==> src/afc_pkg.sv <==
// package: types, datapath commands and predictor coefficient table for the adpcm decoder
`default_nettype none
package afc_pkg;

  localparam int unsigned FRAME_BYTES = 9;
  localparam int unsigned FRAC_BITS   = 11;
  localparam int unsigned POS_W       = 4;
  localparam int unsigned SAMPLE_W    = 16;
  localparam int unsigned ACC_W       = 32;

  localparam logic signed [SAMPLE_W-1:0] SAMPLE_MAX = 16'sh7fff;
  localparam logic signed [SAMPLE_W-1:0] SAMPLE_MIN = 16'sh8000;

  typedef enum logic [2:0] {
    ST_IDLE,
    ST_MUL1,
    ST_MUL2,
    ST_SUM,
    ST_OUT
  } afc_state_t;

  typedef enum logic [1:0] {
    OP_NONE,
    OP_MUL1,
    OP_MUL2,
    OP_SUM
  } afc_op_t;

  typedef struct packed {
    logic    load_hdr;
    logic    load_byte;
    logic    last;
    logic    nib_low;
    afc_op_t op;
    logic    load_out;
  } afc_cmd_t;

  function automatic logic signed [SAMPLE_W-1:0] coef_c0(input logic [3:0] sel);
    logic signed [SAMPLE_W-1:0] c;
    case (sel)
      4'd0:    c = 16'sh0000;
      4'd1:    c = 16'sh0800;
      4'd2:    c = 16'sh0000;
      4'd3:    c = 16'sh0400;
      4'd4:    c = 16'sh1000;
      4'd5:    c = 16'sh0e00;
      4'd6:    c = 16'sh0c00;
      4'd7:    c = 16'sh1200;
      4'd8:    c = 16'sh1068;
      4'd9:    c = 16'sh12c0;
      4'd10:   c = 16'sh1400;
      4'd11:   c = 16'sh0800;
      4'd12:   c = 16'sh0400;
      4'd13:   c = -16'sh0400;
      4'd14:   c = -16'sh0400;
      4'd15:   c = -16'sh0800;
      default: c = 16'sh0000;
    endcase
    return c;
  endfunction

  function automatic logic signed [SAMPLE_W-1:0] coef_c1(input logic [3:0] sel);
    logic signed [SAMPLE_W-1:0] c;
    case (sel)
      4'd0:    c = 16'sh0000;
      4'd1:    c = 16'sh0000;
      4'd2:    c = 16'sh0800;
      4'd3:    c = 16'sh0400;
      4'd4:    c = -16'sh0800;
      4'd5:    c = -16'sh0600;
      4'd6:    c = -16'sh0400;
      4'd7:    c = -16'sh0a00;
      4'd8:    c = -16'sh08c8;
      4'd9:    c = -16'sh08fc;
      4'd10:   c = -16'sh0c00;
      4'd11:   c = -16'sh0800;
      4'd12:   c = -16'sh0400;
      4'd13:   c = 16'sh0400;
      4'd14:   c = 16'sh0000;
      4'd15:   c = 16'sh0000;
      default: c = 16'sh0000;
    endcase
    return c;
  endfunction

endpackage
`default_nettype wire

==> src/afc_adpcm_frame_decoder.sv <==
// top level: 4-bit adpcm frame decoder, controller plus datapath
//
//   channel | ports                                           | dir
//   in      | in_valid, in_ready, in_frame_byte[7:0]          | input beat, one frame byte
//   out     | out_valid, out_ready, out_sample_first[15:0],   | output beat, two samples
//           | out_sample_second[15:0], out_frame_last         |
//
// a header byte is latched in idle; a data byte runs through the controller: accept,
// then mul1, mul2, sum per nibble on the one shared 16x16 multiplier, then output load
// the output register lets the next byte be accepted while a result beat waits
// a data byte stalls in the output load cycle until the output register is free
// rst_n is synchronous; it clears position, header fields and both histories
`default_nettype none
module afc_adpcm_frame_decoder (
  input  wire logic                clk,
  input  wire logic                rst_n,
  input  wire logic                in_valid,
  output logic                     in_ready,
  input  wire logic [7:0]          in_frame_byte,
  output logic                     out_valid,
  input  wire logic                out_ready,
  output logic signed [15:0]       out_sample_first,
  output logic signed [15:0]       out_sample_second,
  output logic                     out_frame_last
);

  afc_pkg::afc_cmd_t cmd;

  afc_ctrl u_ctrl (
    .clk       (clk),
    .rst_n     (rst_n),
    .in_valid  (in_valid),
    .in_ready  (in_ready),
    .out_valid (out_valid),
    .out_ready (out_ready),
    .cmd       (cmd)
  );

  afc_dp u_dp (
    .clk               (clk),
    .rst_n             (rst_n),
    .cmd               (cmd),
    .in_frame_byte     (in_frame_byte),
    .out_sample_first  (out_sample_first),
    .out_sample_second (out_sample_second),
    .out_frame_last    (out_frame_last)
  );

endmodule
`default_nettype wire

==> src/afc_ctrl.sv <==
// controller: byte position, nibble sequencing and output beat handshake
`default_nettype none
module afc_ctrl (
  input  wire logic             clk,
  input  wire logic             rst_n,
  input  wire logic             in_valid,
  output logic                  in_ready,
  output logic                  out_valid,
  input  wire logic             out_ready,
  output afc_pkg::afc_cmd_t     cmd
);

  afc_pkg::afc_state_t                state_r, state_nxt;
  logic [afc_pkg::POS_W-1:0]          pos_r, pos_nxt;
  logic                               nib_r, nib_nxt;
  logic                               out_valid_r, out_valid_nxt;
  logic                               is_hdr;
  logic                               out_free;

  assign is_hdr   = (pos_r == '0) || (pos_r >= afc_pkg::POS_W'(afc_pkg::FRAME_BYTES));
  assign out_free = !out_valid_r || out_ready;

  always_ff @(posedge clk) begin
    if (!rst_n) begin
      state_r     <= afc_pkg::ST_IDLE;
      pos_r       <= '0;
      nib_r       <= 1'b0;
      out_valid_r <= 1'b0;
    end else begin
      state_r     <= state_nxt;
      pos_r       <= pos_nxt;
      nib_r       <= nib_nxt;
      out_valid_r <= out_valid_nxt;
    end
  end

  // next state
  always_comb begin
    state_nxt = state_r;
    pos_nxt   = pos_r;
    nib_nxt   = nib_r;
    case (state_r)
      afc_pkg::ST_IDLE: begin
        if (in_valid) begin
          if (is_hdr) begin
            pos_nxt = afc_pkg::POS_W'(1);
          end else begin
            pos_nxt   = (pos_r == afc_pkg::POS_W'(afc_pkg::FRAME_BYTES - 1)) ?
                        '0 : pos_r + afc_pkg::POS_W'(1);
            nib_nxt   = 1'b0;
            state_nxt = afc_pkg::ST_MUL1;
          end
        end
      end
      afc_pkg::ST_MUL1: state_nxt = afc_pkg::ST_MUL2;
      afc_pkg::ST_MUL2: state_nxt = afc_pkg::ST_SUM;
      afc_pkg::ST_SUM: begin
        if (!nib_r) begin
          nib_nxt   = 1'b1;
          state_nxt = afc_pkg::ST_MUL1;
        end else begin
          state_nxt = afc_pkg::ST_OUT;
        end
      end
      afc_pkg::ST_OUT: begin
        if (out_free) begin
          state_nxt = afc_pkg::ST_IDLE;
        end
      end
      default: state_nxt = afc_pkg::ST_IDLE;
    endcase
  end

  // outputs
  always_comb begin
    in_ready      = 1'b0;
    cmd           = '0;
    cmd.op        = afc_pkg::OP_NONE;
    cmd.nib_low   = nib_r;
    cmd.last      = (pos_r == afc_pkg::POS_W'(afc_pkg::FRAME_BYTES - 1));
    out_valid_nxt = out_valid_r && !out_ready;
    case (state_r)
      afc_pkg::ST_IDLE: begin
        in_ready      = 1'b1;
        cmd.load_hdr  = in_valid && is_hdr;
        cmd.load_byte = in_valid && !is_hdr;
      end
      afc_pkg::ST_MUL1: cmd.op = afc_pkg::OP_MUL1;
      afc_pkg::ST_MUL2: cmd.op = afc_pkg::OP_MUL2;
      afc_pkg::ST_SUM:  cmd.op = afc_pkg::OP_SUM;
      afc_pkg::ST_OUT: begin
        if (out_free) begin
          cmd.load_out  = 1'b1;
          out_valid_nxt = 1'b1;
        end
      end
      default: cmd.op = afc_pkg::OP_NONE;
    endcase
  end

  assign out_valid = out_valid_r;

endmodule
`default_nettype wire

==> src/afc_dp.sv <==
// datapath: header fields, shared predictor multiplier, accumulate, saturate, histories
`default_nettype none
module afc_dp (
  input  wire logic                           clk,
  input  wire logic                           rst_n,
  input  wire afc_pkg::afc_cmd_t              cmd,
  input  wire logic [7:0]                     in_frame_byte,
  output logic signed [afc_pkg::SAMPLE_W-1:0] out_sample_first,
  output logic signed [afc_pkg::SAMPLE_W-1:0] out_sample_second,
  output logic                                out_frame_last
);

  localparam int unsigned SW = afc_pkg::SAMPLE_W;
  localparam int unsigned AW = afc_pkg::ACC_W;

  logic [3:0]           exp_r, coef_r;
  logic [7:0]           byte_r;
  logic                 last_r;
  logic signed [SW-1:0] h1_r, h2_r;
  logic signed [AW-1:0] acc_r, prod_r;
  logic signed [SW-1:0] s0_r, s1_r;
  logic signed [SW-1:0] first_r, second_r;
  logic                 frame_last_r;

  logic [3:0]           nib;
  logic signed [AW-1:0] nib_ext, delta_sh, delta;
  logic signed [SW-1:0] mul_a, mul_b;
  logic signed [AW-1:0] mul_p;
  logic signed [AW-1:0] sum, sum_sh;
  logic signed [SW-1:0] samp;

  assign nib      = cmd.nib_low ? byte_r[3:0] : byte_r[7:4];
  assign nib_ext  = AW'(signed'(nib));
  assign delta_sh = nib_ext <<< (5'(exp_r) + 5'(afc_pkg::FRAC_BITS));
  // exponent fifteen wraps the 16-bit scale to its negative limit
  assign delta    = (exp_r == 4'hf) ? -delta_sh : delta_sh;

  assign mul_a = (cmd.op == afc_pkg::OP_MUL2) ? h2_r : h1_r;
  assign mul_b = (cmd.op == afc_pkg::OP_MUL2) ? afc_pkg::coef_c1(coef_r)
                                              : afc_pkg::coef_c0(coef_r);
  assign mul_p = AW'(mul_a) * AW'(mul_b);

  assign sum    = acc_r + prod_r;
  assign sum_sh = sum >>> afc_pkg::FRAC_BITS;
  always_comb begin
    if (sum_sh > AW'(afc_pkg::SAMPLE_MAX)) begin
      samp = afc_pkg::SAMPLE_MAX;
    end else if (sum_sh < AW'(afc_pkg::SAMPLE_MIN)) begin
      samp = afc_pkg::SAMPLE_MIN;
    end else begin
      samp = sum_sh[SW-1:0];
    end
  end

  always_ff @(posedge clk) begin
    if (!rst_n) begin
      exp_r  <= '0;
      coef_r <= '0;
      h1_r   <= '0;
      h2_r   <= '0;
    end else begin
      if (cmd.load_hdr) begin
        exp_r  <= in_frame_byte[7:4];
        coef_r <= in_frame_byte[3:0];
      end
      if (cmd.op == afc_pkg::OP_SUM) begin
        h2_r <= h1_r;
        h1_r <= samp;
      end
    end
  end

  always_ff @(posedge clk) begin
    if (cmd.load_byte) begin
      byte_r <= in_frame_byte;
      last_r <= cmd.last;
    end
    case (cmd.op)
      afc_pkg::OP_MUL1: begin
        prod_r <= mul_p;
        acc_r  <= delta;
      end
      afc_pkg::OP_MUL2: begin
        prod_r <= mul_p;
        acc_r  <= sum;
      end
      afc_pkg::OP_SUM: begin
        if (cmd.nib_low) begin
          s1_r <= samp;
        end else begin
          s0_r <= samp;
        end
      end
      default: begin
      end
    endcase
    if (cmd.load_out) begin
      first_r      <= s0_r;
      second_r     <= s1_r;
      frame_last_r <= last_r;
    end
  end

  assign out_sample_first  = first_r;
  assign out_sample_second = second_r;
  assign out_frame_last    = frame_last_r;

endmodule
`default_nettype wire

==> config.mk <==
export PLATFORM = sky130hd
export DESIGN_NAME = afc_adpcm_frame_decoder
export DESIGN_NICKNAME = d
export VERILOG_FILES = /design/src/afc_pkg.sv /design/src/afc_adpcm_frame_decoder.sv /design/src/afc_ctrl.sv /design/src/afc_dp.sv
export SDC_FILE = /design/constraint.sdc
export NUM_CORES = 1
export LEC_CHECK = 0
export ABC_CLOCK_PERIOD_IN_PS = 7980
export BUFFER_PORTS_ARGS = -buffer_cell sky130_fd_sc_hd__buf_2
export CORE_MARGIN = 8
export CORE_UTILIZATION = 60
export CTS_BUF_LIST = sky130_fd_sc_hd__clkbuf_8
export DETAILED_ROUTE_END_ITERATION = 16
export PLACE_DENSITY = 0.8
export SYNTH_ARGS = -nofsm -noshare
export SYNTH_HDL_FRONTEND = slang
export SYNTH_SLANG_ARGS = --single-unit
==> constraint.sdc <==
create_clock -name clk -period 7.98 [get_ports clk]
set_input_delay 1.197 -clock clk [delete_from_list [all_inputs] [get_ports clk]]
set_output_delay 1.197 -clock clk [all_outputs]
set_load 0.01 [all_outputs]
==> summary.md <==
| Metric | Value |
|---|---|
| CTS Buf Count | `17` |
| Overall Global Routing Usage | `0.244` |
| Pin count of the biggest net entering global routing | `61` |
| Post-route ant nets | `0` |
| Post-route setup TNS | `0 ps` |
| Slew @ Worst Pin | `930 ps` |
| Post-synth EDFFs | `134` |
| DR pass1 iterations | `6` |
| Post-synth top flop | `edfxtp_1` |
| Origin of the worst setup path | `u_ctrl.state_r[1]` |
| Die ar. | `36800 um^2` |
| Max-slew violations | `0` |
| Crit path DAT | `7770 ps` |
| CTS clock-pin slew for the worst setup and hold paths | `120 ps` |
| Fraction of layout instances using a drive strength above 1 | `0.0813` |
| GRT overflow | `0` |
| CTS tree | `done` |
| Leakage | `0.00914 uW` |
| Clock Path Buffers | `2` |
| MaxCap Viol Count | `0` |
| Area after DPL | `19200 um^2` |
| Post-Synthesis Cells | `1866` |
| Final WS setup | `461 ps` |
| CTS Sinks | `197` |
| Final Hold Viols | `0` |
| F_max | `133 MHz` |
| CP Capture Type | `flip-flop` |
| Fin crit share | `0.942` |
| # setup viols final | `0` |
| GR Util met1 | `0.326` |
| Root Buffer | `clkbuf_8` |
| P per Cell Area | `300 nW/um^2` |
| Post-route DRC | `0` |
| Setup WS pre-CTS | `273 ps` |
| Area share of the largest cell type after synthesis | `0.232` |
| Status | `finished, final reports clean` |
| Final instance area | `19600 um^2` |
| Sequential-to-total area share from yosys stat | `0.285` |
| Global-route wire length before repair | `70700 um` |
| IO Pins | `47` |
| Largest cells by area after synthesis | `fa_1, edfxtp_1, ha_1, dfxtp_1, inv_1` |
| Vias in the first global route | `13700` |
| Hold_buf cts | `0` |
| H-tree Lvls | `4` |
| M3 GR Usage | `0.0350` |
| Worst rel slew slack | `0.380` |
| Placer Congestion | `0.945` |
| Via count | `13400` |
| Height of the die | `192 um` |
| Drt total wl | `43800 um` |
| Post-Syn Area | `18500 um^2` |
| GRT met2 Usage | `0.406` |
| DR iter-0 viols | `1269` |
| Final #Nets | `2261` |
| Core area | `30500 um^2` |
| R2r startpoint | `u_ctrl.state_r[1]` |
| Antenna fix cells | `0` |
| Port buffer count | `46` |
| Asr flop ratio synth | `0` |
| Layout area overhead | `5.80%` |
| Rows | `64` |
| WP data required | `8230 ps` |
| Area leader, netlist | `fa_1` |
| Via/cell ratio | `5.82` |
| Drt wl/cell | `19.0 um` |
| Critical Path Source Type | `flip-flop` |
| Crit path time final | `7520 ps` |
| Hpwl dp | `35100 um` |
| Crit path max fanout | `21` |
| Die W | `192 um` |
| Yosys warning count | `0` |
| Starting density of the core | `0.608` |
| Synth cell types | `82` |
| RSZ-0062 raised after global routing | `no` |
| Hold path start | `u_dp.s0_r[12]` |
| Clk_skew | `16.4 ps` |
| Tightest Hold Check Type | `flip-flop to flip-flop` |
| Mean post-synth cell area | `9.94 um^2` |
| Pwr Total | `5890 uW` |
| GRT Max-Usage Layer | `met2` |
| Worst vdd rail ir drop | `267 uV` |
| Initial antenna violation count | `0` |
| #FFs+latches synth | `197` |
| Clk_lat worst skew | `490 ps` |
| Syn_nets | `2233` |
| Critical path class | `flip-flop to flip-flop` |
state kept, by name (all words and copies together), names as in the netlist, named ones only:
signal,flops
u_dp.h1_r,16
u_dp.s1_r,16
u_ctrl.nib_r,1
u_dp.mul_b,1
u_dp.out_sample_second,16
u_dp.prod_r,30
u_ctrl.out_valid,1
u_dp.exp_r,4
u_dp.out_frame_last,1
u_dp.coef_r,4
u_dp.h2_r,16
u_dp.byte_r,8
u_ctrl.state_r,3
u_dp.last_r,1
u_dp.acc_r,30
u_dp.out_sample_first,16
u_ctrl.pos_r,4
u_dp.s0_r,16
power by group:
part | leakage (uW) | internal [uW] | switching [uW]
Clock | 0.000204 | 239 | 413
Combinational | 0.00719 | 1180 | 2310
Sequential | 0.00175 | 1590 | 154
Total | 0.00914 | 3010 | 2880
synth_stat cells (all sizes together), types with 6 or more instances:
master / number
a21o: 26
a21oi: 91
a31oi: 18
and2: 48
and3: 43
buf: 14
clkbuf: 43
dfxtp: 63
edfxtp: 134
fa: 215
ha: 140
inv: 312
mux2: 16
mux2i: 40
nand2: 184
nand2b: 17
nand3: 30
nand4: 7
nor2: 94
nor2b: 45
nor3: 16
nor4: 7
o211ai: 7
o21a: 11
o21ai: 67
o21bai: 12
o31ai: 8
or2: 7
or3: 6
xnor2: 48
xor2: 29
metrics by stage:
step	std cells	utilization	hold WS, ps
detailed placement	2270	0.629	405
finish	2303	0.643	424
CTS	2302	0.642	423
global placement	2270	0.629	402
floorplan	1866	-	400
global route	2303	0.643	430
what timing repair did:
item	4_1_cts	5_1_grt
setup endpoints to repair	0	6
buffers inserted	0	1
hold endpoints to repair	0	0
gates resized for setup	0	4
logic make-up (layout without fill, tap and decap cells):
family                     Yosys count  in the layout  share of synthesized area
AOI/OAI and AO/OA                  293            293                      0.103
xor gates and xnor gates            77             77                     0.0368
adders and majority gates          355            355                      0.327
buffers and inverters              369            410                     0.0760
DFF                                197            197                      0.285
muxes                               61             61                     0.0374
and+or+nand+nor                    514            514                      0.135
worst max-delay path, cell delays in order, from the launching register on:
cell and delay, ps:
dfxtp_1 430, inv_1 80, nor2_1 260, ha_4 380, buf_4 320, a21o_1 310
and2_1 190, inv_1 60, fa_1 420, fa_1 430, fa_1 540, inv_1 60
fa_1 490, fa_1 490, inv_1 50, fa_1 470, inv_1 40, ha_1 310
a21oi_1 240, o21ai_0 200, a311oi_2 420, nor4_1 120, nor2_1 210, a21oi_1 130
o41a_1 370, mux2i_1 160, nand4_1 80
metal layers:
layer	wire length, um	up-vias	part of all wire
met1	18800	6601	0.43
li1	-	6229	-
met4	1230	0	0.028
met3	3170	80	0.072
met5	0	-	0
met2	20700	501	0.47
layout by cell type (no fill, tap or decap), types with 5 or more instances in the layout:
master,count
a21o_1,24
a21oi_1,90
a31oi_1,18
and2_1,47
and3_1,42
buf_2,46
buf_4,19
clkbuf_8,17
dfxtp_1,63
edfxtp_1,134
fa_1,215
ha_1,138
inv_1,311
inv_6,5
mux2_2,16
mux2i_1,40
mux4_2,5
nand2_1,178
nand2_2,6
nand2b_1,17
nand3_1,29
nand4_1,7
nor2_1,94
nor2b_1,43
nor3_1,15
nor4_1,7
o211ai_1,7
o21a_1,11
o21ai_0,53
o21ai_1,13
o21bai_1,12
o31ai_1,8
or2_2,6
or3_1,6
xnor2_1,48
xor2_1,28
area by class of cell:
type	count	area, um^2
multi-input combinational	1300	11900
clock buffer	17	234
fill	2422	10900
clock inverter	15	170
sequential	197	5290
timing repair buffer	66	384
tap	396	495
inverter	312	1170
final timing paths:
check / cells after the start / endpoint / slack (ps)
worst max register to register: 26 / u_dp.prod_r[31] / 460
worst min register to register: 0 / u_dp.out_sample_first[12] / 420
worst min-delay path: 0 / u_dp.out_sample_first[12] / 420
worst max-delay path: 26 / u_dp.prod_r[31] / 460
(Power assumes the default switching activity.)
